`config.mk`:
```
export PLATFORM = sky130hd
export DESIGN_NAME = calendar_date_to_julian_day
export DESIGN_NICKNAME = d
export VERILOG_FILES = /design/src/cdjd_pkg.sv /design/src/calendar_date_to_julian_day.sv /design/src/cdjd_pipe_ctrl.sv
export VERILOG_INCLUDE_DIRS = /design/src /design/src/src
export SDC_FILE = /design/constraint.sdc
export NUM_CORES = 1
export LEC_CHECK = 0
export BUFFER_PORTS_ARGS = -buffer_cell sky130_fd_sc_hd__buf_4
export CELL_PAD_IN_SITES_DETAIL_PLACEMENT = 0
export CELL_PAD_IN_SITES_GLOBAL_PLACEMENT = 1
export CORE_MARGIN = 2
export CORE_UTILIZATION = 57
export DETAILED_ROUTE_END_ITERATION = 6
export PLACE_DENSITY = 0.95
export SLEW_MARGIN = 20
export SYNTH_ARGS = -nofsm -noshare
export SYNTH_HDL_FRONTEND = slang
export SYNTH_HIERARCHICAL = 1
export SYNTH_SLANG_ARGS = --single-unit
```
`constraint.sdc`:
```
create_clock -name clk_i -period 10.7 [get_ports clk_i]
set_clock_uncertainty 0.1 [all_clocks]
set_input_delay 0.535 -clock clk_i [delete_from_list [all_inputs] [get_ports clk_i]]
set_output_delay 0.535 -clock clk_i [all_outputs]
set_load 0.1 [all_outputs]
```
`src/calendar_date_to_julian_day_defines.svh`:
```
// Assertion macros for the calendar date to Julian day block.
// Depends on clk_i and rst_ni being visible where a macro is used.
`ifndef CALENDAR_DATE_TO_JULIAN_DAY_DEFINES_SVH
`define CALENDAR_DATE_TO_JULIAN_DAY_DEFINES_SVH
`ifndef SYNTHESIS
`define CDJD_ASSERT_IMP(label, ante, cons) \
  label: assert property (@(posedge clk_i) disable iff (!rst_ni) (ante) |-> (cons)) \
    else $error("cdjd: same-cycle check failed");
`define CDJD_ASSERT_NXT(label, ante, cons) \
  label: assert property (@(posedge clk_i) disable iff (!rst_ni) (ante) |=> (cons)) \
    else $error("cdjd: next-cycle check failed");
`else
`define CDJD_ASSERT_IMP(label, ante, cons)
`define CDJD_ASSERT_NXT(label, ante, cons)
`endif
`endif

```
`src/cdjd_pkg.sv`:
```
// Shared types and constants for the calendar date to Julian day pipeline.
// No dependencies.
package cdjd_pkg;

  localparam int unsigned NumStages = 6;

  localparam int unsigned YearW  = 15;
  localparam int unsigned MonthW = 4;
  localparam int unsigned DayW   = 5;
  localparam int unsigned JdnW   = 23;
  localparam int unsigned DoyW   = 9;
  localparam int unsigned DowW   = 3;

  localparam int unsigned YadjW = 16;
  localparam int unsigned SumW  = 26;
  localparam int unsigned DmW   = 9;
  localparam int unsigned CentW = 8;
  localparam int unsigned BW    = 9;
  localparam int unsigned WkW   = 24;

  localparam logic [MonthW-1:0] MonthJan    = 4'd1;
  localparam logic [MonthW-1:0] MonthFeb    = 4'd2;
  localparam logic [MonthW-1:0] MonthWrap   = 4'd12;
  localparam logic [MonthW-1:0] MonthJanAdj = 4'd13;

  localparam logic signed [YadjW-1:0] GregYear  = 16'sd1582;
  localparam logic [MonthW-1:0]       GregMonth = 4'd10;
  localparam logic [DayW-1:0]         GregDay   = 5'd15;

  // floor(30.6001 * (m + 1)) for adjusted month m
  localparam logic [DmW-1:0] DmTable [16] = '{
    9'd30,  9'd61,  9'd91,  9'd122, 9'd153, 9'd183, 9'd214, 9'd244,
    9'd275, 9'd306, 9'd336, 9'd367, 9'd397, 9'd428, 9'd459, 9'd489
  };

  localparam logic signed [27:0] YearDays4 = 28'sd1461;
  localparam logic [26:0]        Div100Mul = 27'd5243;
  localparam int unsigned        Div100Sh  = 19;

  localparam logic signed [YadjW-1:0] Year25Bias = 16'sd16400;
  localparam logic [15:0]             Inv25      = 16'd23593;
  localparam logic [15:0]             Div25Limit = 16'd2621;

  localparam logic [SumW-1:0] JdnOffset = 26'd1720995;
  // One, shifted up by a multiple of seven
  localparam logic [WkW-1:0]  WeekBias  = 24'd7340033;

  typedef struct packed {
    logic [NumStages-1:0] en;
    logic [NumStages-1:0] valid;
  } pipe_ctrl_t;

endpackage

```
`src/calendar_date_to_julian_day.sv`:
```
// Calendar date to Julian day number, six-stage pipeline.
// Depends on cdjd_pkg, cdjd_pipe_ctrl and calendar_date_to_julian_day_defines.svh.
//
//   channel | handshake              | payload
//   --------+------------------------+-----------------------------------------------
//   in      | in_valid_i/in_ready_o   | year_i, month_i, day_i
//   out     | out_valid_o/out_ready_i | julian_day_number_o, day_of_year_o,
//           |                        | day_of_week_o, leap_year_o
//
// Each date moves through s1_q to s6_q; one date per cycle while out_ready_i is high.
// The stage count is set by the 1461 and 1/100 multipliers, the sum adders and
// the two-step mod-7 fold of the weekday.
// Reset clears the valid bits only; data registers load when their stage advances.
// A stall at the output holds every full stage; bubbles are squeezed out.
`include "calendar_date_to_julian_day_defines.svh"
module calendar_date_to_julian_day import cdjd_pkg::*; (
  input  logic                    clk_i,
  input  logic                    rst_ni,
  input  logic                    in_valid_i,
  output logic                    in_ready_o,
  input  logic signed [YearW-1:0] year_i,
  input  logic [MonthW-1:0]       month_i,
  input  logic [DayW-1:0]         day_i,
  output logic                    out_valid_o,
  input  logic                    out_ready_i,
  output logic [JdnW-1:0]         julian_day_number_o,
  output logic [DoyW-1:0]         day_of_year_o,
  output logic [DowW-1:0]         day_of_week_o,
  output logic                    leap_year_o
);

  typedef struct packed {
    logic signed [YadjW-1:0] y_adj;
    logic signed [YadjW-1:0] y0;
    logic [DmW-1:0]          dm;
    logic [DayW-1:0]         day;
    logic                    greg;
    logic                    greg0;
    logic [15:0]             prod25;
    logic                    div4;
    logic                    div16;
  } s1_t;

  typedef struct packed {
    logic [SumW-1:0]  c;
    logic [SumW-1:0]  c0;
    logic [CentW-1:0] a;
    logic [CentW-1:0] a0;
    logic             greg;
    logic             greg0;
    logic [DmW-1:0]   dm;
    logic [DayW-1:0]  day;
    logic             leap;
  } s2_t;

  typedef struct packed {
    logic [BW-1:0]   b;
    logic [BW-1:0]   b0;
    logic [SumW-1:0] p;
    logic [SumW-1:0] p0;
    logic            leap;
  } s3_t;

  typedef struct packed {
    logic [SumW-1:0] j;
    logic [DoyW-1:0] j0;
    logic            leap;
  } s4_t;

  typedef struct packed {
    logic [JdnW-1:0] jdn;
    logic [DoyW-1:0] doy;
    logic [5:0]      fold;
    logic            leap;
  } s5_t;

  typedef struct packed {
    logic [JdnW-1:0] jdn;
    logic [DoyW-1:0] doy;
    logic [DowW-1:0] dow;
    logic            leap;
  } s6_t;

  pipe_ctrl_t ctrl;

  s1_t s1_d, s1_q;
  s2_t s2_d, s2_q;
  s3_t s3_d, s3_q;
  s4_t s4_d, s4_q;
  s5_t s5_d, s5_q;
  s6_t s6_d, s6_q;

  cdjd_pipe_ctrl u_ctrl (
    .clk_i   (clk_i),
    .rst_ni  (rst_ni),
    .valid_i (in_valid_i),
    .ready_o (in_ready_o),
    .valid_o (out_valid_o),
    .ready_i (out_ready_i),
    .ctrl_o  (ctrl)
  );

  // Stage 1: shift Jan/Feb to the prior year, pick the Gregorian side, month term, leap tests
  logic signed [YadjW-1:0] year_ext;
  logic                    early;
  logic [MonthW-1:0]       m_adj;
  logic [15:0]             x25;
  logic [31:0]             p25;

  always_comb begin
    year_ext   = 16'(year_i);
    early      = (month_i == MonthJan) || (month_i == MonthFeb);
    m_adj      = early ? month_i + MonthWrap : month_i;
    s1_d.y_adj = early ? year_ext - 16'sd1 : year_ext;
    s1_d.y0    = year_ext - 16'sd1;
    s1_d.dm    = DmTable[m_adj];
    s1_d.day   = day_i;
    s1_d.greg  = (s1_d.y_adj > GregYear) ||
                 ((s1_d.y_adj == GregYear) &&
                  ((m_adj > GregMonth) || ((m_adj == GregMonth) && (day_i >= GregDay))));
    s1_d.greg0 = s1_d.y0 >= GregYear;
    x25        = 16'(year_ext + Year25Bias);
    p25        = 32'(x25) * 32'(Inv25);
    s1_d.prod25 = p25[15:0];
    s1_d.div4  = year_i[1:0] == 2'd0;
    s1_d.div16 = year_i[3:0] == 4'd0;
  end

  // Stage 2: year term floor(1461*y/4), century y/100 and the leap flag
  logic signed [27:0] cprod, cprod0;
  logic [26:0]        aprod, aprod0;

  always_comb begin
    cprod      = 28'(s1_q.y_adj) * YearDays4;
    cprod0     = 28'(s1_q.y0) * YearDays4;
    aprod      = 27'(s1_q.y_adj[13:0]) * Div100Mul;
    aprod0     = 27'(s1_q.y0[13:0]) * Div100Mul;
    s2_d.c     = cprod[27:2];
    s2_d.c0    = cprod0[27:2];
    s2_d.a     = aprod[Div100Sh +: CentW];
    s2_d.a0    = aprod0[Div100Sh +: CentW];
    s2_d.greg  = s1_q.greg;
    s2_d.greg0 = s1_q.greg0;
    s2_d.dm    = s1_q.dm;
    s2_d.day   = s1_q.day;
    s2_d.leap  = s1_q.div4 && !((s1_q.prod25 <= Div25Limit) && !s1_q.div16);
  end

  // Stage 3: Gregorian correction and partial sums
  always_comb begin
    s3_d.b    = s2_q.greg ?
                (9'd2 - {1'b0, s2_q.a} + {3'b000, s2_q.a[7:2]}) : '0;
    s3_d.b0   = s2_q.greg0 ?
                (9'd2 - {1'b0, s2_q.a0} + {3'b000, s2_q.a0[7:2]}) : '0;
    s3_d.p    = s2_q.c + 26'(s2_q.dm) + 26'(s2_q.day) + JdnOffset;
    s3_d.p0   = s2_q.c0 + 26'(DmTable[MonthJanAdj]) + JdnOffset;
    s3_d.leap = s2_q.leap;
  end

  // Stage 4: full day numbers
  logic [SumW-1:0] j0_full;

  always_comb begin
    s4_d.j    = s3_q.p + {{(SumW-BW){s3_q.b[BW-1]}}, s3_q.b};
    j0_full   = s3_q.p0 + {{(SumW-BW){s3_q.b0[BW-1]}}, s3_q.b0};
    s4_d.j0   = j0_full[DoyW-1:0];
    s4_d.leap = s3_q.leap;
  end

  // Stage 5: day of year, weekday octal digit sum
  logic [WkW-1:0] wk;

  always_comb begin
    wk        = s4_q.j[WkW-1:0] + WeekBias;
    s5_d.fold = '0;
    for (int i = 0; i < WkW / 3; i++) begin
      s5_d.fold = s5_d.fold + 6'(wk[3*i +: 3]);
    end
    s5_d.jdn  = s4_q.j[JdnW-1:0];
    s5_d.doy  = s4_q.j[DoyW-1:0] - s4_q.j0;
    s5_d.leap = s4_q.leap;
  end

  // Stage 6: finish mod 7
  logic [3:0] fold2;

  always_comb begin
    fold2 = 4'(s5_q.fold[5:3]) + 4'(s5_q.fold[2:0]);
    priority if (fold2 >= 4'd14) begin
      s6_d.dow = '0;
    end else if (fold2 >= 4'd7) begin
      s6_d.dow = 3'(fold2 - 4'd7);
    end else begin
      s6_d.dow = fold2[2:0];
    end
    s6_d.jdn  = s5_q.jdn;
    s6_d.doy  = s5_q.doy;
    s6_d.leap = s5_q.leap;
  end

  always_ff @(posedge clk_i) begin
    if (ctrl.en[0]) s1_q <= s1_d;
    if (ctrl.en[1]) s2_q <= s2_d;
    if (ctrl.en[2]) s3_q <= s3_d;
    if (ctrl.en[3]) s4_q <= s4_d;
    if (ctrl.en[4]) s5_q <= s5_d;
    if (ctrl.en[5]) s6_q <= s6_d;
  end

  assign julian_day_number_o = s6_q.jdn;
  assign day_of_year_o       = s6_q.doy;
  assign day_of_week_o       = s6_q.dow;
  assign leap_year_o         = s6_q.leap;

  `CDJD_ASSERT_IMP(a_dow_range, out_valid_o, day_of_week_o <= 3'd6)
  `CDJD_ASSERT_IMP(a_empty_takes, ctrl.valid == '0, in_ready_o)
  `CDJD_ASSERT_IMP(a_full_stall, (&ctrl.valid) && !out_ready_i, !in_ready_o)
  `CDJD_ASSERT_NXT(a_transfer_enters, in_valid_i && in_ready_o, ctrl.valid[0])

endmodule

```
`src/cdjd_pipe_ctrl.sv`:
```
// Valid/ready control for the date pipeline: per-stage valid bits and load enables.
// Depends on cdjd_pkg.
module cdjd_pipe_ctrl import cdjd_pkg::*; (
  input  logic       clk_i,
  input  logic       rst_ni,
  input  logic       valid_i,
  output logic       ready_o,
  output logic       valid_o,
  input  logic       ready_i,
  output pipe_ctrl_t ctrl_o
);

  logic [NumStages-1:0] valid_q, valid_d;
  logic [NumStages:0]   ready;
  logic [NumStages-1:0] up_valid;

  assign up_valid = {valid_q[NumStages-2:0], valid_i};

  always_comb begin
    ready[NumStages] = ready_i;
    for (int k = NumStages - 1; k >= 0; k--) begin
      ready[k] = !valid_q[k] || ready[k+1];
    end
  end

  always_comb begin
    for (int k = 0; k < NumStages; k++) begin
      valid_d[k] = ready[k] ? up_valid[k] : valid_q[k];
    end
  end

  always_ff @(posedge clk_i or negedge rst_ni) begin
    if (!rst_ni) begin
      valid_q <= '0;
    end else begin
      valid_q <= valid_d;
    end
  end

  assign ready_o      = ready[0];
  assign valid_o      = valid_q[NumStages-1];
  assign ctrl_o.en    = ready[NumStages-1:0];
  assign ctrl_o.valid = valid_q;

endmodule
```
### Word level (Yosys, flattened, before mapping)

Memories as Yosys holds them, arrays and structs flattened. A register that Yosys moved wholly into a read port is not among the register bits.
Index checks and enable logic that the tools add are counted.

* eq/ne operators: 4
* multiply operators: 5
* bitwise gates (word level): 1
* magnitude comparators: 7
* reduce and logical (&&, ||, !) cells: 23
* add/sub/neg operators: 25
* mux-type cells: 3

Operators by type and width (count)
* $mul A14 B13 Y27 const B: 2
* $mul A16 B12 Y26 const B: 1
* $add A24 B21 Y24 const B: 1
* $add A24 B23 Y24 const B: 1
* $add A24 B24 Y24: 1
* $add A24 B5 Y24: 1
* $add A24 B9 Y24: 1
* $add A6 B3 Y6: 4
* $add A9 B6 Y9: 2
* $sub A2 B8 Y9 const A: 2
* $add A15 B16 Y16 const B: 1
* $eq A16 B12 Y1 const B: 1
* $ge A16 B12 Y1 const B: 1
* $gt A16 B12 Y1 const B: 1
* $le A16 B12 Y1 const B: 1
* $mul A16 B12 Y11 const B: 1
* $mul A16 B15 Y16 const B: 1
* $mux W16: 1
* $sub A15 B2 Y16 const B: 1
* $add A9 B8 Y9 const B: 1
* $add A9 B9 Y9: 1
* $add A9 B9 Y9 const B: 1
* $logic_or A1 B1 Y1: 9
* $sub A9 B9 Y9: 1
* 19 further kinds: 30

* bits in read-only memories: 144
* logic and storage cells: 108
* input bits: 28
* register bits: 290
* memories kept: 1

Memory list
* (no name shown): depth 16, bits a word 9, read ports 1, clocked after memory_dff 1, wr ports 0, line calendar_date_to_julian_day.sv:116 `s1_d.dm = DmTable[m_adj];`

### Longest topological paths before layout

* depth in word-level cells: 8
* gate-level depth with buffers: 21

### Modules after synthesis

The synthesis kept the hierarchy.

By module, submodules not included
* calendar_date_to_julian_day: area each 27571.4 µm², seq. area each 8708.4 µm², cells an instance 2482, times used 1
* cdjd_pipe_ctrl: area each 264.0 µm², seq. area each 150.1 µm², cells an instance 22, times used 1

### Least setup slack after synthesis

No wires, ideal clock.

* path type: flip-flop to flip-flop
* start point: register s1_q[57] in the netlist's numbering
* end point: register s2_q[82] in the netlist's numbering (data pin)
* period minus slack after synthesis: 5.229 ns
* arrival time: 4.864 ns
* data required time: 10.335 ns
* path buffers: 0
* stages on the path, launching flop included: 18
* slack: 5.471 ns
* cells stage by stage: edfxtp_1 > ha_1 > fa_1 > inv_1 > fa_1 > inv_1 > fa_1 > inv_1 > fa_1 > inv_1 > ha_1 > o21a_1 > o21ai_0 > o2bb2ai_1 > a31oi_1 > o31ai_1 > a21oi_1 > or3_1

* cells in the longest elaborated chain, start to end: 1

Ends and longest elaborated chain
* from (decl): line calendar_date_to_julian_day.sv:86 `s1_t s1_d, s1_q;`
* from (signal assigned): line calendar_date_to_julian_day.sv:202 `if (ctrl.en[0]) s1_q <= s1_d;`
* $mul A16 B12 Y26: line calendar_date_to_julian_day.sv:134 `cprod = 28'(s1_q.y_adj) * YearDays4;`
* named net cprod[25]: line calendar_date_to_julian_day.sv:130 `logic signed [27:0] cprod, cprod0;`
* to (signal assigned): line calendar_date_to_julian_day.sv:203 `if (ctrl.en[1]) s2_q <= s2_d;`
* to (decl): line calendar_date_to_julian_day.sv:87 `s2_t s2_d, s2_q;`

The timed path passes the listed nets, and every way through them passes these cells.
A chain may end at the register's enable or synchronous reset.

### Final worst setup path

* start point: register s1_q[61] in the netlist's numbering
* end point: register s2_q[29] in the netlist's numbering (data pin)

* cells in the longest elaborated chain, start to end: 1

Ends and longest elaborated chain
* $mul A14 B13 Y27: line calendar_date_to_julian_day.sv:136 `aprod = 27'(s1_q.y_adj[13:0]) * Div100Mul;`
* named net aprod[23]: line calendar_date_to_julian_day.sv:131 `logic [26:0] aprod, aprod0;`

The timed path passes the listed nets, and every way through them passes these cells.

==> metrics.log <==
INFO  metric post-cts-setup-buffer-count = 0
INFO  metric wl_per_cell = 16.93 um
INFO  metric r2r_end = s2_q[29]
INFO  metric syn-mean-instance-area = 11.12 sq um
INFO  metric rows = 80
INFO  metric ios = 66
INFO  metric area_of_the_die = 0.05060 sq mm
INFO  metric endpoint_kind = register
INFO  metric postRouteAntennaNets = 0
INFO  metric area_growth = 8.466%
INFO  metric grt_max_degree = 67
INFO  metric vias_per_cell = 5.401
INFO  metric worst-setup-path-type = reg2reg
INFO  metric yosysWarnings = 6
INFO  metric outcome = finished clean
INFO  metric grt_pass1_wl = 92.21 mm
INFO  metric cts.path.max_buffers = 3
INFO  metric route.vias.total = 17460
INFO  metric drt_wl_total = 54.72 mm
INFO  metric gp_congestion = 0.9647
INFO  metric timing.max_slew.rel_slack = 0.3619
INFO  metric horiz_die_dim = 225.0 um
INFO  metric mappedNetlistNets = 3260
INFO  metric final.setup.tns = 0 ps
INFO  metric initial_antenna_violation_count = 0
INFO  metric cts_root_buf = sky130_fd_sc_hd__clkbuf_16
INFO  metric min_path_type = in2reg
INFO  metric htree_num_levels = 2
INFO  metric cts_buffers = 34
INFO  metric first_global_vias = 18870
INFO  metric core_area = 0.04795 sq mm
INFO  metric grtUsageTotal = 0.2306
INFO  metric firstDrtPassIters = 5
INFO  metric final_min_period_over_clock_period = 0.5313
INFO  metric worst_r2r_setup_slack = 5010 ps
INFO  metric startpoint_type = register
INFO  metric hold_end = u_ctrl/valid_q[0]
INFO  metric startpoint = s1_q[61]
INFO  metric clk_pin_slew = 60 ps
INFO  metric antenna_cells_inserted = 0
INFO  metric syn_area = 0.02783 sq mm
INFO  metric cts-hold-fix-buffers = 1
INFO  metric tritoncts = yes
INFO  metric finalCriticalPeriod = 5685 ps
INFO  metric num-nets-final = 3349
INFO  metric initial_utilization = 0.5804
INFO  metric timing.final.max_slew_violations = 0
INFO  metric cp_data_arrival_time = 5870 ps
INFO  metric drc_violation_total_after_the_first_tritonroute_iteration = 991
INFO  metric hold_path.startpoint = in_valid_i
INFO  metric synthesis.instances = 2503
INFO  metric port_buffers = 65
INFO  metric r2r-start = s1_q[61]
INFO  metric clk_latency = 530 ps
INFO  metric clock-sinks = 296
INFO  metric cp.required = 10880 ps
INFO  metric cts-resized-gates = 0
INFO  metric hpwl_dp = 45.51 mm
INFO  metric die_height = 225.0 um
INFO  metric post_route_cells_drive_above_1_share = 0.05617
INFO  metric hold_viol_final = 0
INFO  metric worst-slew-pin-transition = 957.2 ps
INFO  metric achievable_clock_frequency = 175.9 MHz
INFO  metric timing.hold.worst_path_depth = 2
INFO  metric drv_cap = 0
INFO  metric timing.reg2reg.worst_path_depth = 16
INFO  metric remaining_drc_errors = 0
INFO  metric globalRouteOverflowTotal = 0
INFO  metric rsz_0062_raised_after_global_routing = no
INFO  metric report.final.setup_viol = 0
INFO  metric maximum_fanout_along_the_worst_path = 10
==> flip-flops by register name, summed over array words and instances (netlist names) <==
name / cells
s5_q: 39
leap_year_o: 1
s2_q: 66
julian_day_number_o: 23
s1_q: 63
s4_q: 34
day_of_week_o: 3
day_of_year_o: 9
u_ctrl/valid_q: 6
s3_q: 52
==> layout make-up <==
class                           count  area [sq um]
Tap cell                          615         769.5
Inverter                          590          2215
Multi-Input combinational cell   1599         16670
Clock buffer                       39         890.9
Timing Repair Buffer               71         535.5
Clock inverter                     22         245.2
Sequential cell                   296          8859
Fill cell                        3717         17760
==> layout by cell type (no fill, tap or decap), types with 35 or more instances in the layout <==
cell type,n
sky130_fd_sc_hd__edfxtp_1,290
sky130_fd_sc_hd__inv_1,588
sky130_fd_sc_hd__buf_4,70
sky130_fd_sc_hd__xnor2_1,131
sky130_fd_sc_hd__nor2_1,79
sky130_fd_sc_hd__clkbuf_16,35
sky130_fd_sc_hd__nand2_1,84
sky130_fd_sc_hd__a21oi_1,97
sky130_fd_sc_hd__ha_1,474
sky130_fd_sc_hd__o21ai_0,54
sky130_fd_sc_hd__xor2_1,61
sky130_fd_sc_hd__a21o_1,37
sky130_fd_sc_hd__fa_1,255
==> routing by layer <==
layer | part of all wire | vias up | global-route usage
met5 | 0 | - | 0
met4 | 0.029 | 0 | 0.07135
met3 | 0.039 | 99 | 0.03194
met2 | 0.51 | 331 | 0.4266
met1 | 0.42 | 8502 | 0.2774
li1 | - | 8525 | -
==> metrics by stage <==
step	cell area, sq um	hold WS, ps	std cells	util	setup slack [ps]
floorplan	27830	139.4	2503	-	5471
global placement	29030	245.4	3170	0.6055	5131
detailed placement	29030	246.7	3170	0.6055	5043
CTS	30180	60.50	3232	0.6294	5049
global route	30180	72.45	3232	0.6295	4783
finish	30180	89.41	3232	0.6295	5015
==> critical path, cell delays in order (launching register included) <==
cell                       delay, ps
sky130_fd_sc_hd__edfxtp_1        620
sky130_fd_sc_hd__ha_1            490
sky130_fd_sc_hd__inv_1            80
sky130_fd_sc_hd__fa_1            510
sky130_fd_sc_hd__inv_1            50
sky130_fd_sc_hd__fa_1            460
sky130_fd_sc_hd__fa_1            490
sky130_fd_sc_hd__inv_1            50
sky130_fd_sc_hd__fa_1            540
sky130_fd_sc_hd__inv_1            50
sky130_fd_sc_hd__ha_1            300
sky130_fd_sc_hd__a21o_1          160
sky130_fd_sc_hd__a221oi_1        640
sky130_fd_sc_hd__nand4_1         180
sky130_fd_sc_hd__a221o_1         420
sky130_fd_sc_hd__a21oi_1         210
sky130_fd_sc_hd__xnor2_1          80
==> worst max-delay path by stage <==
stage | end
after floorplan | s2_q[82]
after global placement | s2_q[82]
after detailed placement | s2_q[29]
after CTS | s2_q[29]
after global routing | s2_q[82]
final | s2_q[29]
Power is not shown: default switching activity piles up to over one toggle a cycle in this logic, so the estimate is an artifact.
